===== src/hdl/sha1s_pkg.sv =====
package sha1s_pkg;

  localparam int WORD_W = 32;
  localparam int ROUNDS = 80;
  localparam int RND_W  = 7;
  localparam int FILL_W = 7;
  localparam int CNT_W  = 64;
  localparam int WADDR_W = 4;

  typedef logic [4:0][WORD_W-1:0] word5_t;

  // Chaining value after reset or restart, word 0 in index 0.
  localparam word5_t H_INIT = {32'hC3D2E1F0, 32'h10325476, 32'h98BADCFE,
                               32'hEFCDAB89, 32'h67452301};

  localparam logic [WORD_W-1:0] K0 = 32'h5A827999;
  localparam logic [WORD_W-1:0] K1 = 32'h6ED9EBA1;
  localparam logic [WORD_W-1:0] K2 = 32'h8F1BBCDC;
  localparam logic [WORD_W-1:0] K3 = 32'hCA62C1D6;

  localparam logic [7:0] PAD_MARK = 8'h80;

  localparam logic [1:0] MODE_APPEND  = 2'd0;
  localparam logic [1:0] MODE_FINISH  = 2'd1;
  localparam logic [1:0] MODE_RESTART = 2'd2;

  localparam logic [RND_W-1:0] RND_LAST = 7'(ROUNDS - 1);

  typedef enum logic [2:0] {
    ST_IDLE,
    ST_PREP,
    ST_ROUND,
    ST_FOLD,
    ST_OUT,
    ST_ERR
  } state_t;

  // What the sixteen schedule words of the block under compression are made of.
  typedef enum logic [1:0] {
    BLK_MSG,       // all sixteen words from the buffer
    BLK_PAD_ALL,   // message tail, marker, zeros and the bit length
    BLK_PAD_HEAD,  // message tail, marker and zeros; length goes to a second block
    BLK_LEN        // zeros and the bit length
  } blk_t;

  typedef struct packed {
    logic             load;
    logic             step;
    logic [RND_W-1:0] rnd;
  } core_ctl_t;

  function automatic logic [WORD_W-1:0] f_round(input logic [RND_W-1:0] rnd,
                                                input logic [WORD_W-1:0] b,
                                                input logic [WORD_W-1:0] c,
                                                input logic [WORD_W-1:0] d);
    logic [WORD_W-1:0] f;
    if (rnd < 7'd20) begin
      f = (b & c) | (~b & d);
    end else if (rnd >= 7'd40 && rnd < 7'd60) begin
      f = (b & c) | (b & d) | (c & d);
    end else begin
      f = b ^ c ^ d;
    end
    return f;
  endfunction

  function automatic logic [WORD_W-1:0] k_round(input logic [RND_W-1:0] rnd);
    logic [WORD_W-1:0] k;
    if (rnd < 7'd20) begin
      k = K0;
    end else if (rnd < 7'd40) begin
      k = K1;
    end else if (rnd < 7'd60) begin
      k = K2;
    end else begin
      k = K3;
    end
    return k;
  endfunction

endpackage


===== src/hdl/sha1s_core.sv =====
module sha1s_core
  import sha1s_pkg::*;
(
  input  logic              clk,
  input  core_ctl_t         ctl,
  input  word5_t            chain,
  input  logic [WORD_W-1:0] w_in,
  output word5_t            work
);

  word5_t                        work_r, work_nxt;
  logic [15:0][WORD_W-1:0]       sched_r, sched_nxt;
  logic [WORD_W-1:0]             w_cur;
  logic [WORD_W-1:0]             w_mix;
  logic [WORD_W-1:0]             t_sum;

  // sched_r[15] is w[i-1], sched_r[0] is w[i-16].
  assign w_mix = sched_r[13] ^ sched_r[8] ^ sched_r[2] ^ sched_r[0];
  assign w_cur = (ctl.rnd < 7'd16) ? w_in : {w_mix[WORD_W-2:0], w_mix[WORD_W-1]};

  assign t_sum = {work_r[0][WORD_W-6:0], work_r[0][WORD_W-1:WORD_W-5]}
               + f_round(ctl.rnd, work_r[1], work_r[2], work_r[3])
               + work_r[4] + w_cur + k_round(ctl.rnd);

  always_comb begin
    work_nxt  = work_r;
    sched_nxt = sched_r;
    if (ctl.load) begin
      work_nxt = chain;
    end else if (ctl.step) begin
      work_nxt[0] = t_sum;
      work_nxt[1] = work_r[0];
      work_nxt[2] = {work_r[1][1:0], work_r[1][WORD_W-1:2]};
      work_nxt[3] = work_r[2];
      work_nxt[4] = work_r[3];
      sched_nxt   = {w_cur, sched_r[15:1]};
    end
  end

  always_ff @(posedge clk) begin
    work_r  <= work_nxt;
    sched_r <= sched_nxt;
  end

  assign work = work_r;

endmodule


===== src/hdl/sha1_stream_hash.sv =====
// Streaming SHA-1 hash over a byte stream.
// Input channel (in_valid/in_ready): each request carries in_mode and in_data_byte.
// Mode append adds one message byte, finish pads the message and returns the
// digest, restart returns the hash to its initial state. Mode 3 is ignored.
// Result channel (out_valid/out_ready): a finish returns five 32-bit digest
// words, index 0 (most significant) first, out_last on word 4. After a length
// overflow a finish returns one result with out_error and out_last set.
// The 64th byte of a block starts a compression (load, 80 rounds on one round
// unit, fold), during which in_ready is low. A finish runs one or two
// compressions and then returns the result words; a repeated finish replays
// the stored digest without a new compression. One request is in work at a
// time: in_ready is high only when idle.
// Message words sit in a 16 x 32 buffer memory with a registered read port.
// Reset (synchronous, rst_n low) restores the initial chaining value and clears
// the fill, bit count and status; there is no clearing pass over the buffer.
// When out_ready is low the current result holds and no new request is taken.
module sha1_stream_hash
  import sha1s_pkg::*;
(
  input  logic              clk,
  input  logic              rst_n,
  input  logic              in_valid,
  output logic              in_ready,
  input  logic [1:0]        in_mode,
  input  logic [7:0]        in_data_byte,
  output logic              out_valid,
  input  logic              out_ready,
  output logic [WORD_W-1:0] out_digest_word,
  output logic [2:0]        out_word_index,
  output logic              out_last,
  output logic              out_error
);

  state_t               state_r, state_nxt;
  blk_t                 blk_r, blk_nxt;
  word5_t               chain_r, chain_nxt;
  logic [FILL_W-1:0]    fill_r, fill_nxt;
  logic [CNT_W-1:0]     count_r, count_nxt;
  logic [CNT_W-1:0]     count_inc;
  logic                 finished_r, finished_nxt;
  logic                 ovf_r, ovf_nxt;
  logic [RND_W-1:0]     rnd_r, rnd_nxt;
  logic [2:0]           idx_r, idx_nxt;
  logic [WORD_W-1:0]    word_r, word_nxt;

  logic [WORD_W-1:0]    mem [16];
  logic [WORD_W-1:0]    rdata_r;
  logic [WADDR_W-1:0]   rd_addr;
  logic                 mem_we;
  logic [WADDR_W-1:0]   wr_addr;
  logic [WORD_W-1:0]    wr_data;

  logic                 in_acc;
  logic                 out_acc;
  logic                 append_ok;
  logic [WADDR_W-1:0]   wj;
  logic [WADDR_W-1:0]   pad_idx;
  logic [WORD_W-1:0]    pad_word;
  logic [WORD_W-1:0]    w_in;
  core_ctl_t            core_ctl;
  word5_t               work;

  assign in_acc    = in_valid && in_ready;
  assign out_acc   = out_valid && out_ready;
  assign append_ok = !finished_r && !ovf_r;
  assign count_inc = count_r + 64'd8;

  // Next state.
  always_comb begin
    state_nxt = state_r;
    case (state_r)
      ST_IDLE: begin
        if (in_acc) begin
          if (in_mode == MODE_APPEND) begin
            if (append_ok && fill_r == 7'd63) begin
              state_nxt = ST_PREP;
            end
          end else if (in_mode == MODE_FINISH) begin
            if (ovf_r) begin
              state_nxt = ST_ERR;
            end else if (finished_r) begin
              state_nxt = ST_OUT;
            end else begin
              state_nxt = ST_PREP;
            end
          end
        end
      end
      ST_PREP:  state_nxt = ST_ROUND;
      ST_ROUND: if (rnd_r == RND_LAST) state_nxt = ST_FOLD;
      ST_FOLD: begin
        case (blk_r)
          BLK_MSG:      state_nxt = ST_IDLE;
          BLK_PAD_HEAD: state_nxt = ST_PREP;
          default:      state_nxt = ST_OUT;
        endcase
      end
      ST_OUT:  if (out_acc && idx_r == 3'd4) state_nxt = ST_IDLE;
      ST_ERR:  if (out_acc) state_nxt = ST_IDLE;
      default: state_nxt = ST_IDLE;
    endcase
  end

  // Outputs and control strobes.
  always_comb begin
    in_ready        = 1'b0;
    out_valid       = 1'b0;
    out_digest_word = '0;
    out_word_index  = '0;
    out_last        = 1'b0;
    out_error       = 1'b0;
    core_ctl        = '{load: 1'b0, step: 1'b0, rnd: rnd_r};
    rd_addr         = '0;
    case (state_r)
      ST_IDLE: in_ready = 1'b1;
      ST_PREP: core_ctl.load = 1'b1;
      ST_ROUND: begin
        core_ctl.step = 1'b1;
        rd_addr       = rnd_r[WADDR_W-1:0] + 4'd1;
      end
      ST_OUT: begin
        out_valid       = 1'b1;
        out_digest_word = chain_r[idx_r];
        out_word_index  = idx_r;
        out_last        = (idx_r == 3'd4);
      end
      ST_ERR: begin
        out_valid = 1'b1;
        out_last  = 1'b1;
        out_error = 1'b1;
      end
      default: ;
    endcase
  end

  // Buffer write: a word is stored once its fourth byte arrives.
  assign mem_we  = in_acc && in_mode == MODE_APPEND && append_ok && fill_r[1:0] == 2'd3;
  assign wr_addr = fill_r[5:2];
  assign wr_data = {word_r[23:0], in_data_byte};

  always_ff @(posedge clk) begin
    if (mem_we) begin
      mem[wr_addr] <= wr_data;
    end
    rdata_r <= mem[rd_addr];
  end

  // Word fed to the round unit during the first sixteen rounds.
  assign wj      = rnd_r[WADDR_W-1:0];
  assign pad_idx = fill_r[5:2];

  always_comb begin
    case (fill_r[1:0])
      2'd0:    pad_word = {PAD_MARK, 24'h0};
      2'd1:    pad_word = {word_r[7:0], PAD_MARK, 16'h0};
      2'd2:    pad_word = {word_r[15:0], PAD_MARK, 8'h0};
      default: pad_word = {word_r[23:0], PAD_MARK};
    endcase
  end

  always_comb begin
    w_in = '0;
    case (blk_r)
      BLK_MSG: w_in = rdata_r;
      BLK_PAD_ALL: begin
        if (wj < pad_idx) begin
          w_in = rdata_r;
        end else if (wj == pad_idx) begin
          w_in = pad_word;
        end else if (wj == 4'd14) begin
          w_in = count_r[63:32];
        end else if (wj == 4'd15) begin
          w_in = count_r[31:0];
        end
      end
      BLK_PAD_HEAD: begin
        if (wj < pad_idx) begin
          w_in = rdata_r;
        end else if (wj == pad_idx) begin
          w_in = pad_word;
        end
      end
      BLK_LEN: begin
        if (wj == 4'd14) begin
          w_in = count_r[63:32];
        end else if (wj == 4'd15) begin
          w_in = count_r[31:0];
        end
      end
      default: w_in = '0;
    endcase
  end

  sha1s_core u_core (
    .clk   (clk),
    .ctl   (core_ctl),
    .chain (chain_r),
    .w_in  (w_in),
    .work  (work)
  );

  // Datapath and status registers.
  always_comb begin
    blk_nxt      = blk_r;
    chain_nxt    = chain_r;
    fill_nxt     = fill_r;
    count_nxt    = count_r;
    finished_nxt = finished_r;
    ovf_nxt      = ovf_r;
    rnd_nxt      = rnd_r;
    idx_nxt      = idx_r;
    word_nxt     = word_r;
    case (state_r)
      ST_IDLE: begin
        idx_nxt = '0;
        rnd_nxt = '0;
        if (in_acc) begin
          if (in_mode == MODE_APPEND) begin
            if (append_ok) begin
              word_nxt  = wr_data;
              fill_nxt  = fill_r + 7'd1;
              count_nxt = count_inc;
              if (count_inc == '0) begin
                ovf_nxt = 1'b1;
              end
              blk_nxt = BLK_MSG;
            end
          end else if (in_mode == MODE_FINISH) begin
            blk_nxt = (fill_r >= 7'd56) ? BLK_PAD_HEAD : BLK_PAD_ALL;
          end else if (in_mode == MODE_RESTART) begin
            chain_nxt    = H_INIT;
            fill_nxt     = '0;
            count_nxt    = '0;
            finished_nxt = 1'b0;
            ovf_nxt      = 1'b0;
          end
        end
      end
      ST_PREP:  rnd_nxt = '0;
      ST_ROUND: rnd_nxt = rnd_r + 7'd1;
      ST_FOLD: begin
        for (int i = 0; i < 5; i++) begin
          chain_nxt[i] = chain_r[i] + work[i];
        end
        case (blk_r)
          BLK_MSG: fill_nxt = '0;
          BLK_PAD_HEAD: blk_nxt = BLK_LEN;
          default: begin
            fill_nxt     = '0;
            count_nxt    = '0;
            finished_nxt = 1'b1;
          end
        endcase
      end
      ST_OUT: if (out_acc) idx_nxt = idx_r + 3'd1;
      default: ;
    endcase
  end

  always_ff @(posedge clk) begin
    if (!rst_n) begin
      state_r    <= ST_IDLE;
      blk_r      <= BLK_MSG;
      chain_r    <= H_INIT;
      fill_r     <= '0;
      count_r    <= '0;
      finished_r <= 1'b0;
      ovf_r      <= 1'b0;
      rnd_r      <= '0;
      idx_r      <= '0;
    end else begin
      state_r    <= state_nxt;
      blk_r      <= blk_nxt;
      chain_r    <= chain_nxt;
      fill_r     <= fill_nxt;
      count_r    <= count_nxt;
      finished_r <= finished_nxt;
      ovf_r      <= ovf_nxt;
      rnd_r      <= rnd_nxt;
      idx_r      <= idx_nxt;
    end
  end

  always_ff @(posedge clk) begin
    word_r <= word_nxt;
  end

`ifndef SYNTHESIS
  a_err_is_last: assert property (@(posedge clk) disable iff (!rst_n)
    out_valid && out_error |-> out_last)
    else $error("error result without last");

  a_no_overlap: assert property (@(posedge clk) disable iff (!rst_n)
    !(in_ready && out_valid))
    else $error("request taken while a result is pending");

  a_rounds_end: assert property (@(posedge clk) disable iff (!rst_n)
    state_r == ST_ROUND && rnd_r == RND_LAST |=> state_r == ST_FOLD)
    else $error("compression did not end after the last round");

  a_block_empty: assert property (@(posedge clk) disable iff (!rst_n)
    state_r == ST_FOLD && blk_r == BLK_MSG |=> fill_r == '0)
    else $error("fill not cleared after a full block");

  a_index_range: assert property (@(posedge clk) disable iff (!rst_n)
    out_valid |-> out_word_index != 3'd5 && out_word_index != 3'd6 &&
                  out_word_index != 3'd7)
    else $error("digest word index out of range");
`endif

endmodule


===== config.mk =====
export PLATFORM = sky130hd
export DESIGN_NAME = sha1_stream_hash
export DESIGN_NICKNAME = d
export VERILOG_FILES = /design/src/hdl/sha1s_pkg.sv /design/src/hdl/sha1s_core.sv /design/src/hdl/sha1_stream_hash.sv
export SDC_FILE = /design/constraint.sdc
export NUM_CORES = 2
export LEC_CHECK = 0
export BUFFER_PORTS_ARGS = -buffer_cell sky130_fd_sc_hd__buf_2
export CAP_MARGIN = 20
export CORE_ASPECT_RATIO = 0.6
export CORE_MARGIN = 2
export CORE_UTILIZATION = 40
export DETAILED_ROUTE_END_ITERATION = 12
export SYNTH_ARGS = -nofsm -noshare
export SYNTH_HDL_FRONTEND = slang
export SYNTH_HIERARCHICAL = 1
export SYNTH_SLANG_ARGS = --single-unit

===== constraint.sdc =====
create_clock -name clk -period 51.5 [get_ports clk]
set_input_delay 5.15 -clock clk [delete_from_list [all_inputs] [get_ports clk]]
set_output_delay 5.15 -clock clk [all_outputs]
set_load 0.02 [all_outputs]

# Word-level counts from Yosys, hierarchy flattened
# Memory sizes are Yosys's and may differ from the RTL's. A register that Yosys moved wholly into a read port is not among the register bits.
# Index checks and enable logic that the tools add are counted.
# totals
inputBits,14
ramBits,512
n_memories,1
output_inout_bits,39
word_cells,222
regBits,944
# memory_table
name,depth,word_bits,rd,rd_clocked_by_memory_dff,write_ports,line_no,source
mem,16,32,1,1,1,sha1_stream_hash.sv:46,logic [WORD_W-1:0] mem [16];
# classes
n_lt_le_gt_ge,8
bitwise_logic,14
n_reduce_logical,34
n_mux,78
add_sub_neg,14
n_eq_ne,38
# op_table
op,count
$mux W160,6
$mux W32,13
$mux W64,6
$pmux W160 S2,1
$add A32 B32 Y32,9
$xor A32 B32 Y32,5
$and A32 B32 Y32,4
$pmux W32 S4,1
$pmux W64 S2,1
$bmux W32 S3,1
$or A32 B32 Y32,3
$pmux W32 S3,1
$add A64 B4 Y64 const B,1
$logic_not A64 Y1,1
$mux W7,6
$mux W3,11
$not A32 Y32,1
$mux W31,1
$reduce_and A6 Y1,5
$pmux W7 S2,2
$ne A2 B2 Y1 const B,12
$pmux W3 S6,1
$mux W1,15
$ne A3 B3 Y1 const B,5
33 further kinds,74

# Depth between registers and ports, before layout
# depth
depth_word,11
ltp_mapped,32
ltp_nobuf,28

# By module
# The synthesis kept the hierarchy.
# by_module_without_submodules
mod,instances,cells_per_inst,area_per_inst_um2,seq_area_each_um2
sha1_stream_hash,1,4123,42034.1,21640.8
sha1s_core,1,1856,29049.1,20179.4

# Worst setup path after synthesis
# OpenSTA, ideal clock, no wires.
# synth_path
path_type,reg2reg
from,reg state_r[0]
to,"reg u_core/sched_r[0] (netlist bit), enable pin"
path_stages_with_launch,8
period_less_slack_ns,24.976
path_slack_ns,26.524
setup_ns,1.454
required_time_ns,50.046
n_path_buf,4
arrival_time_ns,23.521
path_cell_list,dfxtp_1 -> clkbuf_1 -> clkinv_1 -> nor3_1 -> clkbuf_1 -> clkbuf_1 -> clkbuf_1 -> nor2b_1
# synth_rtl
element,line_no,source
start: declaration,sha1_stream_hash.sv:34,"state_t state_r, state_nxt;"
start signal: assignment,sha1_stream_hash.sv:272,state_r <= state_nxt;
end signal: assignment,sha1s_core.sv:42,sched_r <= sched_nxt;
end: declaration,sha1s_core.sv:12,"logic [15:0][WORD_W-1:0] sched_r, sched_nxt;"

# Worst setup path in the final report
# layout_path
from,reg idx_r[1]
to,out out_digest_word[1]
# layout_via
elab_chain_len,3
# layout_rtl
element,line_no,source
start: declaration,sha1_stream_hash.sv:43,"logic [2:0] idx_r, idx_nxt;"
start signal: assignment,sha1_stream_hash.sv:280,idx_r <= idx_nxt;
$bmux W32 S3,sha1_stream_hash.sv:123,out_digest_word = chain_r[idx_r];
$mux W32 (not written as such),sha1_stream_hash.sv:123,
$mux W32,sha1_stream_hash.sv:114,case (state_r)
end: declaration,sha1_stream_hash.sv:28,"output logic [WORD_W-1:0] out_digest_word,"
# Every way passes these cells. The select of a mux whose other input is x is not followed.

==> results.json <==
{
  "rsz0062_at_grt": "false",
  "synthToLayoutAreaGrowth_pct": 10.9,
  "ys_ff_latch": 1485,
  "synth_compound_area_frac": 0.136,
  "cap_violations": 0,
  "hold_class": "reg -> reg",
  "synth-adder-area-share": 0.0721,
  "ios": 53,
  "clkTransAtPathRegs_ns": 0.06,
  "initial_core_util": 0.404,
  "worstPathRequired_ns": 46.35,
  "synth_edf_count": 1208,
  "yosysTopAreaCell": "edfxtp_1",
  "netlist_area_um2": 71100,
  "synthSimpleGateAreaFrac": 0.108,
  "ys_seq_area_frac": 0.588,
  "synth_top_cell_area_share": 0.510,
  "syn_nets": 6323,
  "setup_viol": 0,
  "critPathMaxFanout": 33,
  "hold_slack_ns": 0.396,
  "clock_skew_ns": 0.0397,
  "gr-total-overflow": 0,
  "hpwl_mm": 137,
  "die_y_um": 331,
  "end_kind": "primary output",
  "tightest_slew_ns": 1.18,
  "syn_inst": 5979,
  "grt_pass1_vias": 44931,
  "grtUsageTotal": 0.221,
  "slew_headroom": 0.212,
  "grt_pass1_wl_mm": 299,
  "antenna_left": 0,
  "core.rowCount": 119,
  "wl_met3_mm": 24.0,
  "mostFrequentLayoutCell": "edfxtp_1",
  "dr.max_layer_used": "met5",
  "status": "completed",
  "drt_drc_violations_left": 0,
  "postCtsSetupBuffers": 0,
  "io_buffer_count": 52,
  "critPathKind": "reg -> out",
  "yosysUniqueCellTypes": 94,
  "multi_input_area_um2": 27100,
  "synthMuxAreaShare": 0.0262,
  "cts_resized": 0,
  "synth_async_sr_flop_share": 0,
  "fillers": 15896,
  "crit_chain": "buf_4 -> mux4_2 -> a22oi_1 -> nor2_1 -> buf_2",
  "core_um2": 176000,
  "synth_top_family_by_area": "compound AO/OA/AOI/OAI gates",
  "finalCritPeriodShare": 0.162,
  "fin_tns_setup_ns": 0,
  "grt_start_max_net_pins": 194,
  "synth_area_leaders": "edfxtp_1 51%, dfxtp_1 7.8%, nand2_1 3.7%, ha_1 3.6%, fa_1 3.5%",
  "chipWidth_um": 548,
  "synth.avg_cell_area_um2": 11.9,
  "finalWirelength_mm": 203,
  "synth_xor_area_frac": 0.0357,
  "clock-root-buffer": "clkbuf_16",
  "clock_sinks": 1485,
  "insertion_delay_ns": 0.80,
  "finalHoldViolations": 0,
  "wl_per_cell_um": 24.1,
  "fin_crit_ns": 8.34,
  "slew_viol_final": 0,
  "place_congestion": 0.965,
  "cts_tree": "yes",
  "finalNetCount": 6295,
  "wl_met2_mm": 76.2,
  "cts_made_buffers": 145,
  "area.sequential_um2": 41800,
  "first_pass_iters": 8,
  "final_cell_mix": "1,208 x edfxtp_1, 691 x nand2_1, 313 x inv_1",
  "vias_per_cell": 5.77,
  "m1WireLength_mm": 99.4,
  "via_count": 48631,
  "htree_num_levels": 4,
  "crit_arrival_ns": 3.19,
  "drive_above_1_share": 0.0902,
  "postCtsHoldBufs": 0,
  "dieArea_um2": 181000,
  "antenna_found_initial": 5,
  "initialDrtViolationCount": 6555,
  "fmax_ghz": 0.120,
  "start_kind": "register",
  "synth_ff_type": "edfxtp_1",
  "cpMaxStageDelayCell": "buf_4",
  "cts_buffer_depth": 3,
  "critical-path-max-stage-delay_ns": 0.61,
  "ys_warn_count": 6
}
-- Yosys cell counts (113+ instances only) --
cell / n
a31oi_1: 126
nor2_1: 273
dfxtp_1: 277
xnor2_1: 214
a21oi_1: 280
fa_1: 125
and2_1: 172
a211oi_1: 207
inv_1: 314
ha_1: 205
clkbuf_1: 274
nor3_1: 113
o21ai_0: 307
nand2_1: 695
edfxtp_1: 1208
-- path summary, 6_finish.rpt --
check	from	end	slack (ns)	depth (start not counted)
hold / removal	u_core/sched_r[165]	u_core/sched_r[133]	0.40	0
hold reg to reg	u_core/sched_r[165]	u_core/sched_r[133]	0.40	0
setup reg to reg	rnd_r[0]	u_core/work[30]	43.27	25
setup / recovery	idx_r[1]	out_digest_word[1]	43.16	5
-- metal layers --
metal | GRT usage | up-vias
li1 | - | 21915
met1 | 0.363 | 24215
met2 | 0.279 | 2267
met3 | 0.0603 | 232
met4 | 0.0500 | 2
met5 | 0 | -
-- layout make-up --
class                      instances  share of cell area
antenna                            2           0.0000635
clock buffer                     193              0.0499
clock inverter                    77              0.0118
inverter                         318              0.0152
multi-input combinational       3865               0.343
sequential                      1485               0.530
tap                             2359              0.0374
timing repair buffer             136              0.0120
-- flip-flops by register name (all words and copies together), names as in the netlist --
register,flops
blk_r,2
chain_r,160
count_r,61
fill_r,7
finished_r,1
idx_r,3
mem,512
ovf_r,1
rdata_r,32
rnd_r,7
state_r,3
u_core/sched_r,512
u_core/work,160
word_r,24
-- kinds of logic (layout without fill, tap and decap cells) --
| group | count (synthesis) | after routing |
|---|---|---|
| simple gates | 1632 | 1632 |
| xor+xnor | 290 | 290 |
| mux | 134 | 134 |
| fa+ha+maj | 336 | 336 |
| compound gates | 1473 | 1473 |
| flops | 1485 | 1485 |
| other cells | 0 | 2 |
| buf+inv | 629 | 724 |
-- metrics by stage --
step	setup WS (ns)	util	cell area, um^2	cells
finish	43.16	0.448	78900	8435
global route	43.00	0.448	78900	8433
CTS	43.09	0.448	78800	8431
detailed placement	42.90	0.420	74000	8161
global placement	42.63	0.420	74000	8160
floorplan	26.52	-	71100	5979
-- critical path, delay by kind of cell, from the launching register on --
family                 cells  cell delay, ns
buffers and inverters      2            0.81
multiplexers               1            0.59
AO/OA/AOI/OAI              1            0.52
flip-flops                 1            0.35
AND/OR/NAND/NOR            1            0.08
Power is not shown: default switching activity piles up to over one toggle a cycle in this logic, so the estimate is an artifact.
